===== config.mk =====
export PLATFORM = sky130hd
export DESIGN_NAME = erpd_div10
export DESIGN_NICKNAME = d
export VERILOG_FILES = /design/src/design/erpd_pkg.sv /design/src/design/erpd_div10.sv
export SDC_FILE = /design/constraint.sdc
export NUM_CORES = 1
export LEC_CHECK = 0
export BUFFER_PORTS_ARGS = -buffer_cell sky130_fd_sc_hd__buf_2
export CAP_MARGIN = 15
export CORE_AREA = 10 10 236 238
export DETAILED_ROUTE_END_ITERATION = 10
export DIE_AREA = 0 0 246 248
export PLACE_DENSITY = 0.4
export SYNTH_ARGS = -nofsm -noshare
export SYNTH_HDL_FRONTEND = slang
export SYNTH_SLANG_ARGS = --single-unit

===== constraint.sdc =====
create_clock -name clk -period 20.5 [get_ports clk]
set_clock_uncertainty 0.05 [all_clocks]
set_input_delay 3.075 -clock clk [delete_from_list [all_inputs] [get_ports clk]]
set_output_delay 3.075 -clock clk [all_outputs]
set_load 0.01 [all_outputs]

===== src/design/erpd_pkg.sv =====
`timescale 1ns / 1ps
`default_nettype none
// ----------------------------------------------------------------------------
// erpd_pkg: shared types and constants of the ECG R-peak detector
// Field widths, defaults, the divide-by-ten reciprocal and the sequencer types.
// ----------------------------------------------------------------------------
package erpd_pkg;

  // field widths
  localparam int SAMPLE_W = 24;
  localparam int TIME_W   = 32;
  localparam int BASE_W   = 25;
  localparam int HEIGHT_W = 26;

  // stream widths, tdata in whole bytes
  localparam int IN_DATA_W  = 56;
  localparam int OUT_DATA_W = 88;
  localparam int OUT_USER_W = 1;

  // default geometry
  localparam int DEPTH_DEF  = 128;
  localparam int WINDOW_DEF = 49;

  // baseline span relative to the centre
  localparam int BASE_FIRST = 10;
  localparam int BASE_LAST  = 20;
  localparam int BASE_TERMS = BASE_LAST - BASE_FIRST + 1;

  // divide by ten: q = (n * DIV10_MULT) >> DIV10_SHIFT, exact for n < 2**26
  localparam int MAG_W       = 24;
  localparam int QUOT_W      = 21;
  localparam int DIV10_SHIFT = 27;
  localparam logic [MAG_W-1:0] DIV10_MULT = 24'd13421773;

  // sequencer
  typedef enum logic [2:0] {
    ST_IDLE,
    ST_EVAL,
    ST_SUM,
    ST_BASE,
    ST_EMIT
  } erpd_state_t;

  typedef struct packed {
    logic shift_en;
    logic sum_en;
    logic base_en;
    logic out_load;
  } erpd_ctrl_t;

endpackage : erpd_pkg
`default_nettype wire


===== src/design/erpd_div10.sv =====
`timescale 1ns / 1ps
`default_nettype none
// ----------------------------------------------------------------------------
// erpd_div10: signed divide by ten, truncating toward zero
// Reciprocal multiply on the magnitude, sign restored, result registered.
// ----------------------------------------------------------------------------
module erpd_div10 (
  input  wire logic                                clk,
  input  wire logic signed [erpd_pkg::SAMPLE_W-1:0] din,
  output logic signed      [erpd_pkg::SAMPLE_W-1:0] dout
);
  import erpd_pkg::*;

  logic                       neg;
  logic [MAG_W-1:0]           mag;
  logic [2*MAG_W-1:0]         prod;
  logic [QUOT_W-1:0]          quot;
  logic signed [SAMPLE_W-1:0] q_ext;
  logic signed [SAMPLE_W-1:0] q_r;

  // magnitude, reciprocal multiply, sign restore
  always_comb begin
    neg   = din[SAMPLE_W-1];
    mag   = neg ? (~din + 1'b1) : din;
    prod  = mag * DIV10_MULT;
    quot  = prod[DIV10_SHIFT +: QUOT_W];
    q_ext = {{(SAMPLE_W-QUOT_W){1'b0}}, quot};
    if (neg) begin
      q_ext = -q_ext;
    end
  end

  always_ff @(posedge clk) begin
    q_r <= q_ext;
  end

  assign dout = q_r;

endmodule : erpd_div10
`default_nettype wire


==> results.yml <==
floorplanning:
  core-area_um2: 51000
  initial_utilization_pct: 24.6
  die-height_um: 248
  fp.dieW_um: 246
  pin_count: 49
  die_area_um2: 61000
  row_count: 83
routing:
  vias_per_cell: 4.51
  route.detailed.drc: 0
  postRouteAntennaNets: 0
  drtIter0Drc: 477
  wire_per_inst_um: 17.9
  postRouteWirelength_um: 37100
  dr.pass1.iters: 5
  vias: 9330
critical_path:
  max_stage_delay_ns: 0.60
  path_max_fanout: 10
  required_ns: 20.58
  cp.arrival_ns: 13.05
  crit_slowest_cell: "or4b_1"
  cp_top_family: "adder cells"
  critPathKind: "in2reg"
  worst_setup_path_start_kind: "input port"
  critPathBufInv: 6
  crit_top_cell: "fa_1"
  cp-end-kind: "flop"
sta:
  relSlewSlack_pct: 25.8
  final_max_slew_viol_count: 0
  post-route-min-period_ns: 12.97
  rsz0062_at_grt: "no"
  period_share_pct: 63.3
  worst_slew_pin_slew_ns: 1.10
  fin_ws_ns: 7.53
  setup_violations: 0
  max_freq_mhz: 77.1
  fin_tns_setup_ns: 0
  finalHoldViolations: 0
clock_tree:
  post_cts_buffers: 0
  clock-sinks: 24
  cts_hold_buf: 0
  cts_tree: "built"
  cts_buffer_depth: 2
  path_clk_slew_ns: 0.06
  cts_max_level: 1
  cts_resized: 0
  cts-root-buf: "clkbuf_16"
  cts_buffers: 3
finish:
  fin_cells: 2071
  num_antenna_cells: 0
  largest_reg_flops: 24
  drive_gt1_share_pct: 6.18
  fin_nets: 1891
  syn2layout_area_growth_pct: 9.46
  fill_cells: 5470
  final_cell_area_um2: 13700
placed_design:
  pre_cts_slack_ns: 7.26
  place_inst: 2067
  hpwl_um: 33800
  port_buffers: 48
  post_dp_cell_area_um2: 13600
  routabilityCongestion: 0.900
logic_synthesis:
  synth_seq_cells: 24
  synth_warnings: 0
  synth_fp_nets: 1847
  syn-instance-count: 1348
  seq_area_frac_synth_pct: 3.83
  avgSynthCellArea_um2: 9.32
  synthFlopType: "dfxtp_1"
  synth-async-reset-ratio_pct: 0
  synth_edf_count: 0
  syn-cell-area_um2: 12600
  yosysUniqueCellTypes: 75
global_route:
  grt_use_total_pct: 12.3
  grt_max_degree: 49
  grt_overflow: 0
  first_global_vias: 9796
  antenna_found_initial: 1
  grt_pass1_wl_um: 58100
outcome:
  status: "completed"
hold_path:
  hp-class: "in2reg"
  min_from: "din[23]"
  min_path_cells: 3
  hold_path_end: "dout[1]$_DFF_P_"
flow_run:
  max_cap_violations: 0
layer usage:
layer,share of wire (%),vias to the layer above,GRT usage [%]
met3,2.7,15,1.04
met1,47,4745,17.1
met5,0.046,-,0
met2,49,157,21.2
met4,0.68,2,0.926
li1,-,4411,-
how the worst max path moves through the flow:
stage                            end  cells past startpoint  slack [ns]  startpoint
floorplan           dout[12]$_DFF_P_                     28        8.84      din[2]
global placement    dout[12]$_DFF_P_                     31        7.43      din[0]
detailed placement  dout[12]$_DFF_P_                     31        7.26      din[0]
CTS                 dout[12]$_DFF_P_                     31        7.52      din[0]
global route        dout[12]$_DFF_P_                     31        7.09      din[0]
finish              dout[12]$_DFF_P_                     31        7.53      din[0]
per-stage QoR:
| stage | hold WS [ns] | util, % |
|---|---|---|
| floorplan | 3.33 | - |
| global placement | 3.42 | 26.8 |
| detailed placement | 3.42 | 26.8 |
| CTS | 3.43 | 27.0 |
| global route | 3.49 | 27.0 |
| finish | 3.44 | 27.0 |
cell usage after synthesis (6+ instances only):
cell | instances | area [um^2]
a21o_1 | 6 | 45.0
a21oi_1 | 48 | 240
and2_1 | 11 | 68.8
buf_2 | 9 | 45.0
clkbuf_1 | 10 | 37.5
dfxtp_1 | 24 | 480
fa_1 | 221 | 4420
ha_1 | 253 | 3170
inv_1 | 376 | 1410
nand2_1 | 61 | 229
nand3_1 | 13 | 65.1
nand4_1 | 15 | 93.8
nor2_1 | 34 | 128
nor3_1 | 10 | 50.1
o211ai_1 | 9 | 67.6
o21a_1 | 8 | 60.1
o21ai_0 | 41 | 205
o21bai_1 | 7 | 52.6
o31ai_1 | 12 | 90.1
or3_1 | 11 | 68.8
xnor2_1 | 54 | 473
xor2_1 | 10 | 87.6
area by class of cell:
cell class	instances	area [um^2]	share of cell area, %
Inverter	376	1410	10.3
Sequential cell	24	480	3.49
Clock inverter	1	30.0	0.218
Multi-Input combinational cell	929	10600	77.0
Tap cell	680	851	6.19
Timing Repair Buffer	58	315	2.29
Clock buffer	3	75.1	0.546
logic make-up (layout without fill, tap and decap cells):
family / count (synthesis) / count (layout) / share of synthesized area, %
adder cells (fa/ha/maj): 474 / 474 / 60.4
buffers and inverters: 395 / 438 / 11.9
AO/OA/AOI/OAI: 194 / 194 / 11.0
AND/OR/NAND/NOR: 194 / 194 / 8.11
XOR/XNOR: 65 / 65 / 4.59
flip-flops: 24 / 24 / 3.83
multiplexers: 2 / 2 / 0.169
layout by cell type, fill, tap and decap left out, types with 11 or more instances in the layout:
master	n
inv_1	376
ha_1	253
nand3_1	13
xnor2_1	54
a21oi_1	48
buf_2	48
nand2_1	61
nor2_1	34
and2_1	11
nand4_1	15
o31ai_1	12
dfxtp_1	24
fa_1	221
or3_1	11
o21ai_0	41
Power is not shown: default switching activity piles up to over one toggle a cycle in this logic, so the estimate is an artifact.
