--- src/design/erpd_pkg.sv ---
`timescale 1ns / 1ps
`default_nettype none
// ----------------------------------------------------------------------------
// erpd_pkg: shared types and constants of the ECG R-peak detector
// Field widths, defaults, the divide-by-ten reciprocal and the sequencer types.
// ----------------------------------------------------------------------------
package erpd_pkg;

  // field widths
  localparam int SAMPLE_W = 24;
  localparam int TIME_W   = 32;
  localparam int BASE_W   = 25;
  localparam int HEIGHT_W = 26;

  // stream widths, tdata in whole bytes
  localparam int IN_DATA_W  = 56;
  localparam int OUT_DATA_W = 88;
  localparam int OUT_USER_W = 1;

  // default geometry
  localparam int DEPTH_DEF  = 128;
  localparam int WINDOW_DEF = 49;

  // baseline span relative to the centre
  localparam int BASE_FIRST = 10;
  localparam int BASE_LAST  = 20;
  localparam int BASE_TERMS = BASE_LAST - BASE_FIRST + 1;

  // divide by ten: q = (n * DIV10_MULT) >> DIV10_SHIFT, exact for n < 2**26
  localparam int MAG_W       = 24;
  localparam int QUOT_W      = 21;
  localparam int DIV10_SHIFT = 27;
  localparam logic [MAG_W-1:0] DIV10_MULT = 24'd13421773;

  // sequencer
  typedef enum logic [2:0] {
    ST_IDLE,
    ST_EVAL,
    ST_SUM,
    ST_BASE,
    ST_EMIT
  } erpd_state_t;

  typedef struct packed {
    logic shift_en;
    logic sum_en;
    logic base_en;
    logic out_load;
  } erpd_ctrl_t;

endpackage : erpd_pkg
`default_nettype wire

--- src/design/erpd_ctrl.sv ---
`timescale 1ns / 1ps
`default_nettype none
// ----------------------------------------------------------------------------
// erpd_ctrl: per-sample sequencer
// Takes one transaction, steps it through compare, sum and baseline stages
// and loads the output register once it is free.
// ----------------------------------------------------------------------------
module erpd_ctrl (
  input  wire logic                 clk,
  input  wire logic                 rst_n,
  input  wire logic                 in_valid,
  input  wire logic                 out_free,
  output logic                      in_ready,
  output erpd_pkg::erpd_ctrl_t      ctrl
);
  import erpd_pkg::*;

  erpd_state_t state_r;
  erpd_state_t state_nxt;

  always_ff @(posedge clk) begin
    if (!rst_n) begin
      state_r <= ST_IDLE;
    end else begin
      state_r <= state_nxt;
    end
  end

  // next state
  always_comb begin
    state_nxt = state_r;
    unique case (state_r)
      ST_IDLE: if (in_valid) state_nxt = ST_EVAL;
      ST_EVAL: state_nxt = ST_SUM;
      ST_SUM:  state_nxt = ST_BASE;
      ST_BASE: state_nxt = ST_EMIT;
      ST_EMIT: if (out_free) state_nxt = ST_IDLE;
      default: state_nxt = ST_IDLE;
    endcase
  end

  // outputs
  always_comb begin
    in_ready = 1'b0;
    ctrl     = '0;
    unique case (state_r)
      ST_IDLE: begin
        in_ready      = 1'b1;
        ctrl.shift_en = in_valid;
      end
      ST_EVAL: ;
      ST_SUM:  ctrl.sum_en  = 1'b1;
      ST_BASE: ctrl.base_en = 1'b1;
      ST_EMIT: ctrl.out_load = out_free;
      default: ;
    endcase
  end

endmodule : erpd_ctrl
`default_nettype wire

--- config.mk ---
export PLATFORM = sky130hd
export DESIGN_NAME = erpd_ctrl
export DESIGN_NICKNAME = d
export VERILOG_FILES = /design/src/design/erpd_pkg.sv /design/src/design/erpd_ctrl.sv
export SDC_FILE = /design/constraint.sdc
export NUM_CORES = 1
export LEC_CHECK = 0
export BUFFER_PORTS_ARGS = -buffer_cell sky130_fd_sc_hd__buf_2
export CELL_PAD_IN_SITES_DETAIL_PLACEMENT = 0
export CELL_PAD_IN_SITES_GLOBAL_PLACEMENT = 1
export CORE_AREA = 10 10 47 49
export CTS_BUF_LIST = sky130_fd_sc_hd__clkbuf_8
export DETAILED_ROUTE_END_ITERATION = 7
export DIE_AREA = 0 0 57 59
export PLACE_DENSITY_LB_ADDON = 0.1
export SKIP_CTS_REPAIR_TIMING = 1
export SLEW_MARGIN = 10
export SYNTH_ARGS = -nofsm -noshare
export SYNTH_HDL_FRONTEND = slang
export SYNTH_SLANG_ARGS = --single-unit
--- constraint.sdc ---
create_clock -name clk -period 1 [get_ports clk]
set_input_delay 0.2 -clock clk [delete_from_list [all_inputs] [get_ports clk]]
set_output_delay 0.2 -clock clk [all_outputs]
set_load 0.01 [all_outputs]
==> flow_summary.yaml <==
layout:
  area_growth_pct: 91.9
  drive_gt1_share_pct: 65.5
  reg.largest.list: "state_r (3)"
  nNetsFinal: 34
  fin_cells: 45
  fin_util_pct: 21.3
  largest_reg_flops: 3
  diodes: 0
  top_register: "state_r"
min_path:
  hold_path_class: "input port to register"
  worst_hold_startpoint: "rst_n"
  hold_depth: 2
  worstHoldEndpoint: "state_r[2]"
detailed_routing:
  dr.pass1.iters: 1
  drt-vias-per-instance: 3.78
  drtIter0Drc: 0
  drtAntennaViolNets: 0
  drc_errors: 0
  vias: 170
  avgRoutedWirePerCell_um: 10.9
  routed_wl_um: 489
worst_setup_path:
  reg2reg_to: "state_r[1]"
  cp.arrival_ps: 1000
  path_class: "register to output port"
  reg2reg_from: "state_r[1]"
  path_buf_inv: 1
  slowest_stage: "dfxtp_4"
  start_kind: "register"
  r2r.worst_path.cells: 3
  reg2reg_slack_ps: 130
  path_delay_family: "flip-flops"
  worstPathRequired_ps: 800
  path_cells: "nor3_4 -> and2_1 -> buf_2"
  crit_path_end_kind: "output port"
  crit_fanout: 6
  cp_slowest_stage_delay_ps: 350
grt:
  grt_max_degree: 7
  grt_pass1_vias: 186
  grt_pass1_wl_um: 855
  antenna_found_initial: 0
  grt_usage_pct: 3.67
  grt-ovfl-total: 0
logic_synthesis:
  ys_ff_latch: 3
  avgSynthCellArea_um2: 10.3
  syn_inst: 15
  ys_seq_area_share_pct: 38.7
  syn-num-nets: 19
  ys_warn_count: 0
  synth_area_um2: 155
  ys_types: 12
sta:
  fin_ws_ps: -196
  relSlewSlack_pct: 83.1
  tightest_slew_ps: 250
  fmax_mhz: 836
  final.min_clock_period_ps: 1200
  rsz0062_at_grt: "true"
  hold_viol: 0
  setup_violations: 5
  finalClockSkew_ps: 1.27
  final_max_slew_viol_count: 0
  fin_crit_sh_pct: 120
clocking:
  clk_pin_slew_ps: 30
  ctsLongestPathBuffers: 2
  numCtsBuffers: 3
  clkLatencyLatePin_ps: 210
  cts_root_buffer: "clkbuf_8"
  tritoncts: "done"
  numClockSinks: 3
  h-tree-depth: 1
run_status:
  violations: "negative setup slack"
  outcome: "finished with violations"
floorplan:
  die_h_um: 59
  num_rows: 14
  core_area_mm2: 0.00140
  ios: 9
  die_w_um: 57
  die_area_mm2: 0.00336
  start_util_pct: 11.1
pwr:
  leakagePower_nw: 0.135
  power_density_mw_per_mm2: 2000
  ir_drop_uv: 624
placement:
  gp_congestion: 0.665
  pre_cts_ws_ps: -10.5
  portBuffers: 8
  dpl.cell_count: 41
flow_run:
  drv_cap: 0
## cells in the final DEF (no fill, tap or decap), drive strengths merged
cell / netlist / layout
nor4bb: 1 / 1
nor4b: 2 / 2
o21a: 1 / 1
and2: 1 / 1
and3b: 1 / 1
nor3: 1 / 1
inv: 0 / 1
xnor2: 1 / 1
dfxtp: 3 / 3
clkbuf: 0 / 3
buf: 1 / 11
nor2: 1 / 1
nor3b: 2 / 2
## metrics by stage
stage | TNS (ps) | hold WS, ps | cell area [µm²] | power, mW
after floorplan | -34.5 | 318 | 160 | 0.201
after global placement | -6.48 | 447 | 235 | 0.252
after detailed placement | -10.5 | 446 | 235 | 0.249
after CTS | -1030 | 235 | 280 | 0.599
after global routing | -988 | 239 | 298 | 0.634
final | -743 | 231 | 298 | 0.595
## how the worst max path moves through the flow
stage | slack [ps] | depth (start not counted) | endpoint | from
floorplan | -20 | 2 | ctrl[3] | state_r[1]
global placement | -6 | 3 | ctrl[3] | state_r[1]
detailed placement | -10 | 3 | ctrl[3] | state_r[1]
CTS | -250 | 3 | ctrl[3] | state_r[1]
global route | -280 | 3 | ctrl[3] | state_r[0]
finish | -200 | 3 | ctrl[3] | state_r[0]
## worst register-to-register path, cell delays in order, from the launching register on
cell and delay [ps]:
dfxtp_4 360, buf_4 140, xnor2_1 200, nor3b_2 60
## where the power goes
group	internal, mW	switching, mW
Sequential	0.132	0.0212
Clock	0.261	0.0799
Combinational	0.0594	0.0415
## logic make-up after synthesis
kind of cell | synth area share, %
and+or+nand+nor | 46.0
xor gates and xnor gates | 5.65
AOI/OAI and AO/OA | 4.84
DFF | 38.7
buffers and inverters | 4.84
## synthesized netlist by cell type
master	number	area, µm²
and2_1	1	6.26
nor3_1	1	5.00
xnor2_1	1	8.76
nor2_1	1	3.75
nor3b_1	1	7.51
dfxtp_1	3	60.1
nor4b_1	2	17.5
o21a_1	1	7.51
nor4bb_1	1	10.0
and3b_1	1	8.76
buf_4	1	7.51
nor3b_2	1	12.5
## routing by layer
layer  track usage, %  routed length [µm]  vias up
met5                0                   0        -
met4             4.03                  22        0
met3             3.43                  43        4
met2             4.34                 212        7
met1             3.43                 211       76
li1                 -                   -       83
## final cells by class
class | count | area, µm²
Fill cell | 167 | 1100
Timing Repair Buffer | 11 | 62.6
Multi-Input combinational cell | 11 | 98.8
Clock buffer | 3 | 41.3
Sequential cell | 3 | 71.3
Tap cell | 16 | 20.0
Clock inverter | 1 | 3.75
No activity file was read; power rests on OpenSTA's default activity.
