### src/design/erpd_pkg.sv
`timescale 1ns / 1ps
`default_nettype none
// ----------------------------------------------------------------------------
// erpd_pkg: shared types and constants of the ECG R-peak detector
// Field widths, defaults, the divide-by-ten reciprocal and the sequencer types.
// ----------------------------------------------------------------------------
package erpd_pkg;

  // field widths
  localparam int SAMPLE_W = 24;
  localparam int TIME_W   = 32;
  localparam int BASE_W   = 25;
  localparam int HEIGHT_W = 26;

  // stream widths, tdata in whole bytes
  localparam int IN_DATA_W  = 56;
  localparam int OUT_DATA_W = 88;
  localparam int OUT_USER_W = 1;

  // default geometry
  localparam int DEPTH_DEF  = 128;
  localparam int WINDOW_DEF = 49;

  // baseline span relative to the centre
  localparam int BASE_FIRST = 10;
  localparam int BASE_LAST  = 20;
  localparam int BASE_TERMS = BASE_LAST - BASE_FIRST + 1;

  // divide by ten: q = (n * DIV10_MULT) >> DIV10_SHIFT, exact for n < 2**26
  localparam int MAG_W       = 24;
  localparam int QUOT_W      = 21;
  localparam int DIV10_SHIFT = 27;
  localparam logic [MAG_W-1:0] DIV10_MULT = 24'd13421773;

  // sequencer
  typedef enum logic [2:0] {
    ST_IDLE,
    ST_EVAL,
    ST_SUM,
    ST_BASE,
    ST_EMIT
  } erpd_state_t;

  typedef struct packed {
    logic shift_en;
    logic sum_en;
    logic base_en;
    logic out_load;
  } erpd_ctrl_t;

endpackage : erpd_pkg
`default_nettype wire

### src/design/erpd_cell.sv
`timescale 1ns / 1ps
`default_nettype none
// ----------------------------------------------------------------------------
// erpd_cell: one delay line position
// Holds a sample and its timestamp, passes them on at each shift and compares
// its own sample against the broadcast centre sample.
// ----------------------------------------------------------------------------
module erpd_cell (
  input  wire logic                                clk,
  input  wire logic                                rst_n,
  input  wire logic                                shift_en,
  input  wire logic signed [erpd_pkg::SAMPLE_W-1:0] sample_in,
  input  wire logic        [erpd_pkg::TIME_W-1:0]   time_in,
  input  wire logic signed [erpd_pkg::SAMPLE_W-1:0] centre,
  output logic signed      [erpd_pkg::SAMPLE_W-1:0] sample_out,
  output logic             [erpd_pkg::TIME_W-1:0]   time_out,
  output logic                                      gt_out,
  output logic                                      ge_out
);
  import erpd_pkg::*;

  logic signed [SAMPLE_W-1:0] sample_r;
  logic        [TIME_W-1:0]   time_r;
  logic                       gt_r;
  logic                       ge_r;

  // line contents, cleared at reset
  always_ff @(posedge clk) begin
    if (!rst_n) begin
      sample_r <= '0;
      time_r   <= '0;
    end else if (shift_en) begin
      sample_r <= sample_in;
      time_r   <= time_in;
    end
  end

  // compare against the centre every cycle
  always_ff @(posedge clk) begin
    gt_r <= (sample_r > centre);
    ge_r <= (sample_r >= centre);
  end

  assign sample_out = sample_r;
  assign time_out   = time_r;
  assign gt_out     = gt_r;
  assign ge_out     = ge_r;

endmodule : erpd_cell
`default_nettype wire

### config.mk
export PLATFORM = sky130hd
export DESIGN_NAME = erpd_cell
export DESIGN_NICKNAME = d
export VERILOG_FILES = /design/src/design/erpd_pkg.sv /design/src/design/erpd_cell.sv
export SDC_FILE = /design/constraint.sdc
export NUM_CORES = 1
export LEC_CHECK = 0
export BUFFER_PORTS_ARGS = -buffer_cell sky130_fd_sc_hd__clkbuf_2
export CORE_UTILIZATION = 46
export CTS_CLUSTER_DIAMETER = 120
export CTS_CLUSTER_SIZE = 14
export DETAILED_ROUTE_END_ITERATION = 12
export PLACE_DENSITY = 0.8
export SLEW_MARGIN = 30
export SYNTH_ARGS = -nofsm -noshare
export SYNTH_HDL_FRONTEND = slang
export SYNTH_SLANG_ARGS = --single-unit
export TNS_END_PERCENT = 5
### constraint.sdc
create_clock -name clk -period 2.29 [get_ports clk]
set_input_delay 0.3435 -clock clk [delete_from_list [all_inputs] [get_ports clk]]
set_output_delay 0.3435 -clock clk [all_outputs]
set_load 0.03 [all_outputs]
==> results of run 1 <==
-- sequential cells by signal, indices dropped and copies added (netlist names) --
name        flops
ge_out          1
gt_out          1
sample_out     24
time_out       32
-- routing by layer --
metal / GRT usage / part of all wire
met3: 0.0469 / 0.065
met1: 0.211 / 0.44
met2: 0.338 / 0.48
met5: 0 / 0
met4: 0.0893 / 0.014
-- layout by cell type (no fill, tap or decap), drive strengths merged, types with 2 or more instances in the layout --
master	count
nand4	6
inv	24
nor2	2
clkinv	2
nor2b	57
bufinv	2
a22oi	2
a21oi	9
ha	24
dfxtp	58
buf	2
clkbuf	150
o21ai	4
mux2i	57
nand2	7
-- report_power, final --
part / leakage (nW) / switching [mW] / internal, mW / total, mW
Clock: 0.109 / 0.406 / 0.639 / 1.05
Sequential: 0.479 / 0.0392 / 1.07 / 1.11
Combinational: 1.47 / 0.293 / 0.211 / 0.504
Total: 2.06 / 0.739 / 1.92 / 2.66
-- worst max path at each step --
stage | end | slack [ns] | cells after the start
2_1_floorplan | ge_out | 0.35 | 6
3_3_place_gp | ge_out | 0.28 | 8
3_5_place_dp | ge_out | 0.22 | 8
4_1_cts | ge_out | 0.29 | 6
5_1_grt | ge_out | 0.12 | 6
6_report | ge_out | 0.30 | 6
-- area by class of cell --
class,instances,area (µm²),area share
Clock buffer,11,141,0.0374
Clock inverter,5,77.6,0.0205
Inverter,24,90.1,0.0239
Multi-Input combinational cell,177,1490,0.394
Sequential cell,58,1160,0.307
Tap cell,75,93.8,0.0249
Timing Repair Buffer,141,723,0.192
-- cell families (layout without fill, tap and decap cells) --
| group | Yosys count | in the layout | synth area share |
|---|---|---|---|
| flip-flops | 58 | 58 | 0.416 |
| adder cells (fa/ha/maj) | 24 | 24 | 0.108 |
| buffers and inverters | 36 | 181 | 0.0511 |
| AND/OR/NAND/NOR | 75 | 75 | 0.173 |
| AO/OA/AOI/OAI | 20 | 20 | 0.0439 |
| multiplexers | 58 | 58 | 0.208 |
-- worst max-delay path, cell delays in order, from the launching register on --
cell and delay (ns):
dfxtp_1 0.33, ha_1 0.38, nand4_2 0.20, nor4_4 0.35, o211ai_1 0.16, nand4_2 0.12, mux2_1 0.33
==> metrics.yaml, run 1 <==
status: "completed"
r2r_start: "sample_out[23]"
hold_ws_ns: 0.269
grt_pass1_wl_mm: 9.38
grt_overflow_total: 0
grt_usage: 0.190
finalNetCount: 518
initial_core_util: 0.474
cts-buffers-inserted: 9
fin_crit_sh: 0.870
start_kind: "flip-flop"
synth_cell_types: 23
io_buffers: 140
place_ws_ns: 0.224
postCtsResizedCells: 0
synth.most_common_cell: "dfxtp_1"
syn_to_final_growth_pct: 35.2
die_area_um2: 6390
hold_path_end: "sample_out[22]"
die_h_um: 79.9
pin_count: 141
p_per_area_nw_per_um2: 705
timing.final.ws_setup_ns: 0.298
cts_max_level: 3
synth_edf_count: 0
hp-class: "in -> reg"
die_w_um: 79.9
drv_slew: 0
vias: 2311
fmax_mhz: 502
dpl.hpwl_mm: 4.48
ir_drop_v: 0.000459
required_ns: 2.49
worst-path-max-fanout: 5
finalHoldViolCount: 0
cts_tree: "built"
hold_depth: 3
synthTopCellsByArea: "dfxtp_1, mux2i_1, nor2b_1, ha_1, inv_1"
synth-seq-cells: 58
place_congestion: 0.714
yosys.area.top_type: "dfxtp_1"
setup.worst_path.class: "reg -> reg"
total_power_mw: 2.66
coreArea_um2: 5890
path_clk_slew_ns: 0.08
clk_path_buf_depth: 2
synth_warnings: 0
dr.pass1.iters: 5
tightest_slew_ns: 0.860
hold_start: "sample_in[22]"
core.rowCount: 28
antenna_cells: 0
drt_iter0_drc: 45
synth_commonest_cells: "dfxtp_1, mux2i_1, nor2b_1, ha_1, inv_1"
setup-tns-final_ns: 0
antenna_found_initial: 0
stdcell_count: 491
synth-seq-area-share: 0.416
rsz0062_at_grt: "false"
routed_wl_mm: 5.97
max_cap_violations: 0
synth_nets: 378
grt_max_degree: 57
synth_top_area_frac: 0.416
route.detailed.drc: 0
root_buffer: "clkbuf_8"
layout-drive-gt1-share: 0.389
reg2reg_depth: 6
crit_path_end_kind: "flip-flop"
synthArstFlopShare: 0
setup.worst_path.start: "sample_out[23]"
p_leak_nw: 2.06
netlist_area_um2: 2790
cts_setup_buffers: 0
wire_per_inst_um: 12.2
period_minus_slack_ns: 1.99
synthCells: 271
final_area_um2: 3780
clock_sinks: 58
critPathArrivalTime_ns: 2.20
syn_avg_cell_area_um2: 10.3
place_area_um2: 3560
skew_ns: 0.0121
reg2reg_setup_slack_ns: 0.30
nFillCells: 518
ys.flop_type: "dfxtp_1"
placed_cells: 475
final_antenna_net_count: 0
ctsHoldBuffers: 0
slew-limit-headroom: 0.427
vias_per_cell: 4.71
final_util: 0.642
r2r-end: "ge_out"
finalSetupViolations: 0
grt_pass1_vias: 2254
clk_latency_ns: 0.33
(Power assumes the default switching activity.)
==> run 2: changes to the inputs <==
--- a/config.mk
+++ b/config.mk
@@ -5,12 +5,13 @@
 export SDC_FILE = /design/constraint.sdc
 export NUM_CORES = 1
 export LEC_CHECK = 0
+export ABC_AREA = 1
 export BUFFER_PORTS_ARGS = -buffer_cell sky130_fd_sc_hd__clkbuf_2
-export CORE_UTILIZATION = 46
+export CORE_UTILIZATION = 45
 export CTS_CLUSTER_DIAMETER = 120
 export CTS_CLUSTER_SIZE = 14
 export DETAILED_ROUTE_END_ITERATION = 12
-export PLACE_DENSITY = 0.8
+export PLACE_DENSITY = 0.79
 export SLEW_MARGIN = 30
 export SYNTH_ARGS = -nofsm -noshare
 export SYNTH_HDL_FRONTEND = slang
==> constraint.sdc (replaced) <==
create_clock -name clk -period 2.29 [get_ports clk]
set_input_delay 0.3435 -clock clk [delete_from_list [all_inputs] [get_ports clk]]
set_output_delay 0.3435 -clock clk [all_outputs]
set_load 0.05 [all_outputs]
==> metrics.yaml, run 2 <==
ys.flop_type: "dfxtp_1"
max_cap_violations: 0
grt_pass1_vias: 2580
worst-path-max-fanout: 5
grt_usage: 0.217
dr.pass1.iters: 4
route.detailed.drc: 0
fin_crit_sh: 0.647
start_kind: "flip-flop"
finalSetupViolations: 0
ctsHoldBuffers: 0
cts_setup_buffers: 0
place_congestion: 0.759
r2r_start: "sample_out[23]"
fmax_mhz: 675
drt_iter0_drc: 71
synthCells: 359
skew_ns: 0.00664
synth.most_common_cell: "nor2_1"
layout_common_cells: "clkbuf_2, nor2_1, dfxtp_1"
antenna_cells: 0
grt_overflow_total: 0
die_area_um2: 6230
finalHoldViolCount: 0
coreArea_um2: 5610
postCtsResizedCells: 0
stdcell_count: 573
cts_max_level: 3
hold_path_end: "time_out[14]"
yosys.area.top_type: "dfxtp_1"
final_antenna_net_count: 0
required_ns: 2.49
clk_path_buf_depth: 2
synth_nets: 466
critPathArrivalTime_ns: 1.69
clk_latency_ns: 0.32
p_leak_nw: 2.04
netlist_area_um2: 2660
final_common_cell: "clkbuf_2"
pin_count: 141
placed_cells: 557
reg2reg_depth: 8
routed_wl_mm: 6.45
core.rowCount: 27
clock_sinks: 58
status: "completed"
vias: 2741
grt_max_degree: 56
root_buffer: "clkbuf_8"
syn_avg_cell_area_um2: 7.41
grt_pass1_wl_mm: 10.6
ir_drop_v: 0.000477
layout-drive-gt1-share: 0.335
rsz0062_at_grt: "false"
setup-tns-final_ns: 0
syn_to_final_growth_pct: 36.1
synthTopCellsByArea: "dfxtp_1, nor2_1, ha_1, o21ai_0, inv_1"
initial_core_util: 0.475
setup.worst_path.class: "reg -> reg"
tightest_slew_ns: 0.600
synth-seq-area-share: 0.436
crit_path_end_kind: "flip-flop"
vias_per_cell: 4.78
synth_edf_count: 0
die_h_um: 78.9
hold_depth: 3
cts_tree: "built"
finalNetCount: 603
synth_warnings: 0
path_clk_slew_ns: 0.07
hold_start: "time_in[14]"
nFillCells: 503
largest_reg_flops: 32
reg2reg_setup_slack_ns: 0.81
dpl.hpwl_mm: 4.65
synth_commonest_cells: "nor2_1, dfxtp_1, o21ai_0, inv_1, nand2_1"
synth_cell_types: 22
cts-buffers-inserted: 9
synth_top_area_frac: 0.436
io_buffers: 140
r2r-end: "ge_out"
drv_slew: 0
synth-seq-cells: 58
antenna_found_initial: 0
period_minus_slack_ns: 1.48
die_w_um: 78.9
synthArstFlopShare: 0
hp-class: "in -> reg"
p_per_area_nw_per_um2: 777
slew-limit-headroom: 0.600
wire_per_inst_um: 11.3
run 2: changes by cell type in the layout (fill, tap and decap cells not counted), sizes merged, moves of 2 or more:
cell / before / now
nor2: 2 / 118
mux2i: 57 / 0
nor2b: 57 / 0
o21ai: 4 / 57
nand2: 7 / 29
inv: 24 / 36
a22oi: 2 / 0
buf: 2 / 4
nand4: 6 / 4
run 2: critical path: stages, from the launching register on:
cell	delay [ns]
dfxtp_1	0.33
ha_1	0.35
nand4_1	0.14
inv_1	0.08
nand2_2	0.07
nor2_2	0.12
nand2_2	0.08
nand4_1	0.11
nand3b_1	0.09
run 2: metal layers:
| metal | track usage | vias to the layer above | wire, µm |
|---|---|---|---|
| met5 | 0 | - | 0 |
| met4 | 0.107 | 0 | 106 |
| met3 | 0.0598 | 11 | 473 |
| met2 | 0.380 | 93 | 2960 |
| met1 | 0.241 | 1225 | 2910 |
| li1 | - | 1412 | - |
run 2: worst max-delay path by stage:
stage	cells past startpoint	slack [ns]	to	start
after global routing	9	0.64	gt_out	sample_out[23]
after CTS	9	0.79	gt_out	sample_out[23]
after floorplan	8	0.57	gt_out	sample_out[19]
after detailed placement	10	0.67	gt_out	centre[19]
final	8	0.81	ge_out	sample_out[23]
after global placement	8	0.73	gt_out	centre[23]
run 2: layout make-up:
type / count / area, µm² / area share
repair buffers: 144 / 731 / 0.202
well taps: 72 / 90.1 / 0.0249
clock inverters: 5 / 77.6 / 0.0214
inverters: 36 / 135 / 0.0373
clock buffers: 11 / 141 / 0.0390
flip-flops and latches: 58 / 1160 / 0.321
multi-input cells: 247 / 1290 / 0.355
run 2: report_power, final:
| group | internal (mW) | total [mW] | leakage (nW) | switching [mW] |
|---|---|---|---|---|
| sequential | 1.08 | 1.13 | 0.483 | 0.0430 |
| combinational | 0.188 | 0.649 | 1.45 | 0.461 |
| clock | 0.639 | 1.04 | 0.109 | 0.398 |
| total | 1.91 | 2.81 | 2.04 | 0.902 |
run 2: cell families after synthesis:
| group | share of synthesized area |
|---|---|
| AND/OR/NAND/NOR | 0.237 |
| AO/OA/AOI/OAI | 0.133 |
| flip-flops | 0.436 |
| buffers and inverters | 0.0804 |
| adder cells (fa/ha/maj) | 0.113 |
run 2: per-stage QoR:
| step | setup WS [ns] | power (mW) | hold slack (ns) | area [µm²] | utilization |
|---|---|---|---|---|---|
| final | 0.809 | 2.81 | 0.235 | 3620 | 0.646 |
| after global routing | 0.640 | 2.95 | 0.233 | 3620 | 0.646 |
| after CTS | 0.794 | 2.84 | 0.224 | 3620 | 0.646 |
| after detailed placement | 0.674 | 1.80 | 0.473 | 3400 | 0.607 |
| after global placement | 0.726 | 1.79 | 0.469 | 3400 | 0.607 |
| after floorplan | 0.575 | 1.61 | 0.478 | 2660 | - |
